### src/sv/sscnt_pkg.sv
// sscnt_pkg: types and constants shared by the substring occurrence counter
// used by sscnt_cell and substring_occurrence_counter; no dependencies
package sscnt_pkg;

    localparam int OP_W    = 2;
    localparam int INDEX_W = 6;
    localparam int BYTE_W  = 8;
    localparam int LEN_W   = 7;
    localparam int COUNT_W = 32;

    typedef enum logic [OP_W-1:0] {
        OP_LOAD    = 2'd0,
        OP_TEXT    = 2'd1,
        OP_RESTART = 2'd2
    } sscnt_op_t;

    typedef struct packed {
        sscnt_op_t          op;
        logic [INDEX_W-1:0] pattern_index;
        logic [BYTE_W-1:0]  byte_value;
    } sscnt_in_t;

    typedef struct packed {
        logic               match_here;
        logic [COUNT_W-1:0] match_count;
    } sscnt_out_t;

    // what every cell of the window chain does this cycle
    typedef struct packed {
        logic text;      // new text byte enters, history moves down
        logic shift_up;  // realign one place toward higher cells
        logic shift_dn;  // realign one place toward lower cells
    } sscnt_ctl_t;

endpackage

### src/sv/sscnt_cell.sv
// sscnt_cell: one place of the text window chain, with an optional pattern byte
// and its compare; depends on sscnt_pkg
module sscnt_cell
    import sscnt_pkg::*;
#(
    parameter bit HAS_PAT = 1'b1
)
(
    input  logic              clk,
    input  sscnt_ctl_t        ctl,
    input  logic              inject,
    input  logic [BYTE_W-1:0] new_byte,
    input  logic [BYTE_W-1:0] from_above,
    input  logic [BYTE_W-1:0] from_below,
    input  logic              pat_we,
    input  logic [BYTE_W-1:0] pat_data,
    output logic [BYTE_W-1:0] hist,
    output logic              eq
);

    logic [BYTE_W-1:0] hist_reg;
    logic [BYTE_W-1:0] hist_next;
    logic [BYTE_W-1:0] text_val;

    // value this place takes when a text byte arrives
    assign text_val = inject ? new_byte : from_above;

    always_comb
    begin
        hist_next = hist_reg;
        if (ctl.text)
        begin
            hist_next = text_val;
        end
        else if (ctl.shift_up)
        begin
            hist_next = from_below;
        end
        else if (ctl.shift_dn)
        begin
            hist_next = from_above;
        end
    end

    always_ff @(posedge clk)
    begin
        hist_reg <= hist_next;
    end

    assign hist = hist_reg;

    generate
        if (HAS_PAT)
        begin : g_pat
            logic [BYTE_W-1:0] pat_reg;

            always_ff @(posedge clk)
            begin
                if (pat_we)
                begin
                    pat_reg <= pat_data;
                end
            end

            // compare against the window as it stands after this text byte
            assign eq = (text_val == pat_reg);
        end
        else
        begin : g_nopat
            assign eq = 1'b0;
        end
    endgenerate

endmodule

### src/sv/substring_occurrence_counter.sv
// a result word is registered when its input word is taken
// throughput: one word per cycle while in_ready is high; the full window compare runs in the cell row
// a write to pattern_length realigns the window one place per cycle from the next cycle,
// holding in_ready low until the window is aligned; a zero length aligns like length one
// reset: length 1, count and bytes seen cleared; pattern bytes undefined until loaded
module substring_occurrence_counter
    import sscnt_pkg::*;
#(
    parameter int MAX_PATTERN = 64
)
(
    input  logic             clk,
    input  logic             rst_n,
    input  logic             in_valid,
    output logic             in_ready,
    input  sscnt_in_t        in_data,
    output logic             out_valid,
    input  logic             out_ready,
    output sscnt_out_t       out_data,
    input  logic             cfg_wr_en,
    input  logic [LEN_W-1:0] cfg_wr_data
);

    localparam int NCELL = 2 * MAX_PATTERN;
    localparam int AW    = $clog2(MAX_PATTERN + 1);

    logic [LEN_W-1:0]   len_reg;
    logic [AW-1:0]      align_reg;
    logic [AW-1:0]      align_next;
    logic [AW-1:0]      seen_reg;
    logic [AW-1:0]      seen_next;
    logic [AW-1:0]      seen_inc;
    logic [COUNT_W-1:0] count_reg;
    logic [COUNT_W-1:0] count_next;
    logic [COUNT_W-1:0] count_inc;
    logic               out_valid_reg;
    sscnt_out_t         out_data_reg;
    sscnt_out_t         result;

    logic [AW-1:0]      len_eff;
    logic [AW-1:0]      tgt;
    logic               busy;
    logic               acc;
    logic               hit;
    sscnt_ctl_t         ctl;

    logic [BYTE_W-1:0]      hist [NCELL];
    logic [NCELL-1:0]       eq_all;
    logic [MAX_PATTERN-1:0] eq;
    logic [MAX_PATTERN-1:0] active;

    // lengths above the window use the whole window
    always_comb
    begin
        if (int'(len_reg) > MAX_PATTERN)
        begin
            len_eff = AW'(MAX_PATTERN);
        end
        else
        begin
            len_eff = AW'(len_reg);
        end
        tgt = (len_reg == '0) ? AW'(1) : len_eff;
    end

    assign busy     = (align_reg != tgt);
    assign in_ready = !busy && (!out_valid_reg || out_ready);
    assign acc      = in_valid && in_ready;

    always_comb
    begin
        ctl.text     = acc && (in_data.op == OP_TEXT);
        ctl.shift_up = busy && (align_reg < tgt);
        ctl.shift_dn = busy && (align_reg > tgt);
    end

    always_comb
    begin
        align_next = align_reg;
        if (ctl.shift_up)
        begin
            align_next = align_reg + AW'(1);
        end
        else if (ctl.shift_dn)
        begin
            align_next = align_reg - AW'(1);
        end
    end

    // newest byte sits at cell MAX_PATTERN + align - 1, older bytes below it
    genvar p;
    generate
        for (p = 0; p < NCELL; p++)
        begin : g_cell
            logic [BYTE_W-1:0] above;
            logic [BYTE_W-1:0] below;
            logic              inject;
            logic              pat_we;

            if (p == NCELL - 1)
            begin : g_top
                assign above = '0;
            end
            else
            begin : g_mid_a
                assign above = hist[p+1];
            end

            if (p == 0)
            begin : g_bot
                assign below = '0;
            end
            else
            begin : g_mid_b
                assign below = hist[p-1];
            end

            assign inject = (int'(align_reg) + MAX_PATTERN - 1 == p);

            if (p >= MAX_PATTERN)
            begin : g_ld
                assign pat_we = acc && (in_data.op == OP_LOAD)
                                && (int'(in_data.pattern_index) == p - MAX_PATTERN);
            end
            else
            begin : g_no_ld
                assign pat_we = 1'b0;
            end

            sscnt_cell #(
                .HAS_PAT (p >= MAX_PATTERN)
            ) u_cell (
                .clk        (clk),
                .ctl        (ctl),
                .inject     (inject),
                .new_byte   (in_data.byte_value),
                .from_above (above),
                .from_below (below),
                .pat_we     (pat_we),
                .pat_data   (in_data.byte_value),
                .hist       (hist[p]),
                .eq         (eq_all[p])
            );
        end

        for (p = 0; p < MAX_PATTERN; p++)
        begin : g_act
            assign eq[p]     = eq_all[MAX_PATTERN + p];
            assign active[p] = (p < int'(len_eff));
        end
    endgenerate

    assign seen_inc  = (int'(seen_reg) == MAX_PATTERN) ? seen_reg : seen_reg + AW'(1);
    assign count_inc = (count_reg == '1) ? count_reg : count_reg + COUNT_W'(1);
    assign hit       = (len_reg != '0) && (seen_inc >= len_eff) && (&(eq | ~active));

    always_comb
    begin
        seen_next          = seen_reg;
        count_next         = count_reg;
        result.match_here  = 1'b0;
        result.match_count = count_reg;
        case (in_data.op)
            OP_LOAD:
            begin
                result.match_count = count_reg;
            end
            OP_TEXT:
            begin
                seen_next = seen_inc;
                if (hit)
                begin
                    count_next         = count_inc;
                    result.match_here  = 1'b1;
                    result.match_count = count_inc;
                end
            end
            OP_RESTART:
            begin
                seen_next          = '0;
                count_next         = '0;
                result.match_count = '0;
            end
            default:
            begin
                result.match_count = count_reg;
            end
        endcase
    end

    always_ff @(posedge clk or negedge rst_n)
    begin
        if (!rst_n)
        begin
            len_reg       <= LEN_W'(1);
            align_reg     <= AW'(1);
            seen_reg      <= '0;
            count_reg     <= '0;
            out_valid_reg <= 1'b0;
        end
        else
        begin
            if (cfg_wr_en)
            begin
                len_reg <= cfg_wr_data;
            end
            align_reg <= align_next;
            if (acc)
            begin
                seen_reg      <= seen_next;
                count_reg     <= count_next;
                out_valid_reg <= 1'b1;
            end
            else if (out_ready)
            begin
                out_valid_reg <= 1'b0;
            end
        end
    end

    // result word holds until taken
    always_ff @(posedge clk)
    begin
        if (acc)
        begin
            out_data_reg <= result;
        end
    end

    assign out_valid = out_valid_reg;
    assign out_data  = out_data_reg;

endmodule
### config.mk
export PLATFORM = sky130hd
export DESIGN_NAME = substring_occurrence_counter
export DESIGN_NICKNAME = d
export VERILOG_FILES = /design/src/sv/sscnt_pkg.sv /design/src/sv/sscnt_cell.sv /design/src/sv/substring_occurrence_counter.sv
export SDC_FILE = /design/constraint.sdc
export NUM_CORES = 2
export LEC_CHECK = 0
export ABC_AREA = 1
export CAP_MARGIN = 20
export CORE_UTILIZATION = 48
export CTS_CLUSTER_SIZE = 16
export DETAILED_ROUTE_END_ITERATION = 7
export DONT_BUFFER_PORTS = 1
export PLACE_DENSITY = 0.63
export REMOVE_ABC_BUFFERS = 1
export SYNTH_ARGS = -nofsm -noshare
export SYNTH_HDL_FRONTEND = slang
export SYNTH_SLANG_ARGS = --single-unit
### constraint.sdc
create_clock -name clk -period 82.6 [get_ports clk]
set_clock_uncertainty 0.2 [all_clocks]
set_input_delay 8.26 -clock clk [delete_from_list [all_inputs] [get_ports clk]]
set_output_delay 8.26 -clock clk [all_outputs]
set_load 0.03 [all_outputs]
==> impl_metrics.csv <==
group,metric,value,unit
setup_path,r2r-start,"len_reg[0]",
global_routing,antenna_found_initial,9,
clocking,cts_resized,0,
setup_path,ff2ff_path_depth,21,
clocking,post_cts_buffers,0,
clocking,cts_tree,"built",
setup_path,critPathKind,"primary input to output port",
detailed_routing,ant_nets,0,
timing,rsz0062_at_grt,"no",
power_and_ir_drop,finalPower,3360,uW
worst_hold_path,hold_path.class,"flop to flop",
synthesis,seq_area_frac_synth,0.5492,
global_routing,grt_pass1_wl,383900,microns
clocking,clock-root-buffer,"clkbuf_16",
synthesis,synth.area.top_cells,"edfxtp_1 53%, nand2_1 17%, inv_1 5.4%, o21ai_0 5.3%, o211ai_1 4.5%",
power_and_ir_drop,power_frac_clock,0.230,
run,cap_violations,0,
die,die_h,430.8,microns
setup_path,cp-startpoint,"out_ready",
detailed_routing,routedWlPerCell,19.53,microns
detailed_routing,drtIter0Drc,8408,
die,ioPinCount,63,
placement,post-dp-hpwl,153200,microns
setup_path,crit_top_cell,"nor2_1",
setup_path,crit_buf_inv,0,
synthesis,synth_top_area_cell,"edfxtp_1",
layout,syn_to_final_growth,8.036,%
timing,finalCritPeriodShare,0.2085,
layout,final_cell_mix,"3,893 x nand2_1, 1,569 x edfxtp_1, 1,269 x inv_1, 930 x o21ai_0, 531 x o211ai_1",
setup_path,crit_slowest_cell,"nor2_1",
layout,largest_register_ffs,1024,
setup_path,path_depth,2,
power_and_ir_drop,p_sw_frac,0.3956,
layout,final_common_cell,"nand2_1",
global_routing,grt_max_degree,271,
timing,setup_tns,0,ns
global_routing,overflow,0,
status,status,"finished clean",
detailed_routing,wl,250300,microns
clocking,htreeDepth,4,
synthesis,netlist_area,0.08825,sq mm
power_and_ir_drop,p_int,2031,uW
timing,fmax,0.05807,GHz
placement,place_congestion,0.9193,
power_and_ir_drop,p_sw,1329,uW
die,rows,157,
timing,slew_violations,0,
synthesis,syn_avg_cell_area,8.380,sq um
timing,setup_viol,0,
setup_path,cp_data_arrival_time,8.76,ns
synthesis,yosys_warnings,0,
setup_path,cp.required,74.14,ns
detailed_routing,vias,72460,
clocking,clkTransAtPathRegs,0.06,ns
clocking,ctsHoldBuffers,0,
placement,io_buffers,0,
global_routing,track_usage,0.2637,
setup_path,ff2ff_setup_slack,73.00,ns
layout,fillers,16780,
die,initial_utilization,0.4825,
setup_path,slowest_delay,0.48,ns
setup_path,worst-path-max-fanout,2,
power_and_ir_drop,p_seq_frac,0.414,
layout,drive_gt1_frac,0.03761,
synthesis,yosys_register_bits,1623,
synthesis,synth.distinct_cells,50,
layout,nets,10250,
power_and_ir_drop,combPwrFrac,0.355,
setup_path,crit_chain,"nor2_1, nor2_1",
power_and_ir_drop,p_per_area,35.24,mW/mm^2
setup_path,critPathCapture,"in_ready",
power_and_ir_drop,leakage,0.04128,uW
global_routing,first_global_vias,67230,
clocking,cts.sinks,1623,
power_and_ir_drop,ir_drop,0.00004580,V
timing,worstMarginPinSlew,1.400,ns
layout,multi_input_comb_area,0.03254,sq mm
synthesis,synthCells,10530,
timing,fin_crit,17.22,ns
setup_path,end_kind,"output port",
clocking,cts_inserted_buffers,179,
detailed_routing,viasPerCell,5.653,
clocking,insertion_delay,0.85,ns
timing,relSlewSlack,0.06657,
die,die_w,430.8,microns
setup_path,path_delay_family,"simple AND/OR/NAND/NOR gates",
timing,final_hold_viol_count,0,
die,die-area,0.1856,sq mm
die,core,0.1829,sq mm
clocking,ctsLongestPathBuffers,3,
setup_path,r2r-end,"g_cell[86].u_cell.hist[0]",
synthesis,netlist.area_leader.share,0.5339,
layout,regArea,0.04847,sq mm
setup_path,crit_path_start_kind,"primary input",
detailed_routing,drc,0,
detailed_routing,first_pass_iters,7,
==> power by group through the flow <==
stage | clock network, uW | registers, uW | logic (uW)
finish | 774 | 1390 | 1190
global route | 816 | 1420 | 1350
CTS | 789 | 1390 | 1170
detailed placement | 0 | 1400 | 1160
global placement | 0 | 1400 | 1130
floorplan | 0 | 1380 | 1170
==> worst min-delay path by stage <==
stage | depth (start not counted) | slack (ns) | from | end
6_report | 2 | 0.33 | g_cell[0].u_cell.hist[7] | g_cell[1].u_cell.hist[7]
5_1_grt | 2 | 0.36 | g_cell[0].u_cell.hist[2] | g_cell[1].u_cell.hist[2]
4_1_cts | 2 | 0.33 | g_cell[0].u_cell.hist[7] | g_cell[1].u_cell.hist[7]
3_5_place_dp | 2 | 0.31 | g_cell[0].u_cell.hist[0] | g_cell[1].u_cell.hist[0]
3_3_place_gp | 2 | 0.31 | g_cell[0].u_cell.hist[7] | g_cell[1].u_cell.hist[7]
2_1_floorplan | 2 | 0.29 | count_reg[21] | count_reg[21]
==> stage by stage <==
step | instance area (sq um) | setup slack, ns | cells | utilization | hold WS, ns
after floorplan | 85840 | -56.96 | 9945 | - | 0.2851
after global placement | 89640 | 65.34 | 12480 | 0.4902 | 0.3098
after detailed placement | 89640 | 65.38 | 12480 | 0.4902 | 0.3106
after CTS | 95200 | 65.38 | 12800 | 0.5206 | 0.3320
after global routing | 95340 | 65.34 | 12820 | 0.5213 | 0.3627
final | 95340 | 65.38 | 12820 | 0.5213 | 0.3303
==> synth_stat cells (all sizes together) <==
master and instances:
clkinv 14, nand3 495, xnor2 11, nand4 180, inv 1291, nand3b 104
a21o 2, o2111ai 2, fa 1, nor3 17, or2 3, a31oi 97
a32o 2, dfstp 2, xor2 35, and3 1, buf 160, a22oi 1
dfrtp 52, edfxtp 1569, clkbuf 425, nor4 5, or3 1, and2 3
ha 25, o22ai 7, o21ai 1083, nor2 426, o211ai 531, a211oi 15
o31ai 2, mux2i 7, a21oi 60, nand2 3901
==> final cells by class <==
class	count	share of cell area
flip-flops and latches	1623	0.5084
clock buffers	228	0.04935
inverters	1305	0.05156
repair buffers	74	0.007848
clock inverters	97	0.008990
multi-input cells	7017	0.3413
well taps	2464	0.03234
diodes	10	0.0002625
==> cell families (layout without fill, tap and decap cells) <==
family | Yosys count | count (layout) | share of synthesized area
simple gates | 5136 | 5136 | 0.2393
flops | 1623 | 1623 | 0.5492
compound gates | 1802 | 1802 | 0.1195
mux | 7 | 7 | 0.0007940
xor+xnor | 46 | 46 | 0.004565
buf+inv | 1890 | 1704 | 0.08282
fa+ha+maj | 26 | 26 | 0.003772
other cells | 0 | 10 | 0
==> per-layer routing <==
| metal | GRT usage | vias up | wire length [microns] |
|---|---|---|---|
| met1 | 0.3702 | 34390 | 108000 |
| met5 | 0 | - | 27 |
| li1 | - | 34570 | - |
| met4 | 0.1190 | 4 | 11000 |
| met2 | 0.4010 | 2950 | 110200 |
| met3 | 0.04402 | 543 | 21040 |
(Power assumes the default switching activity.)
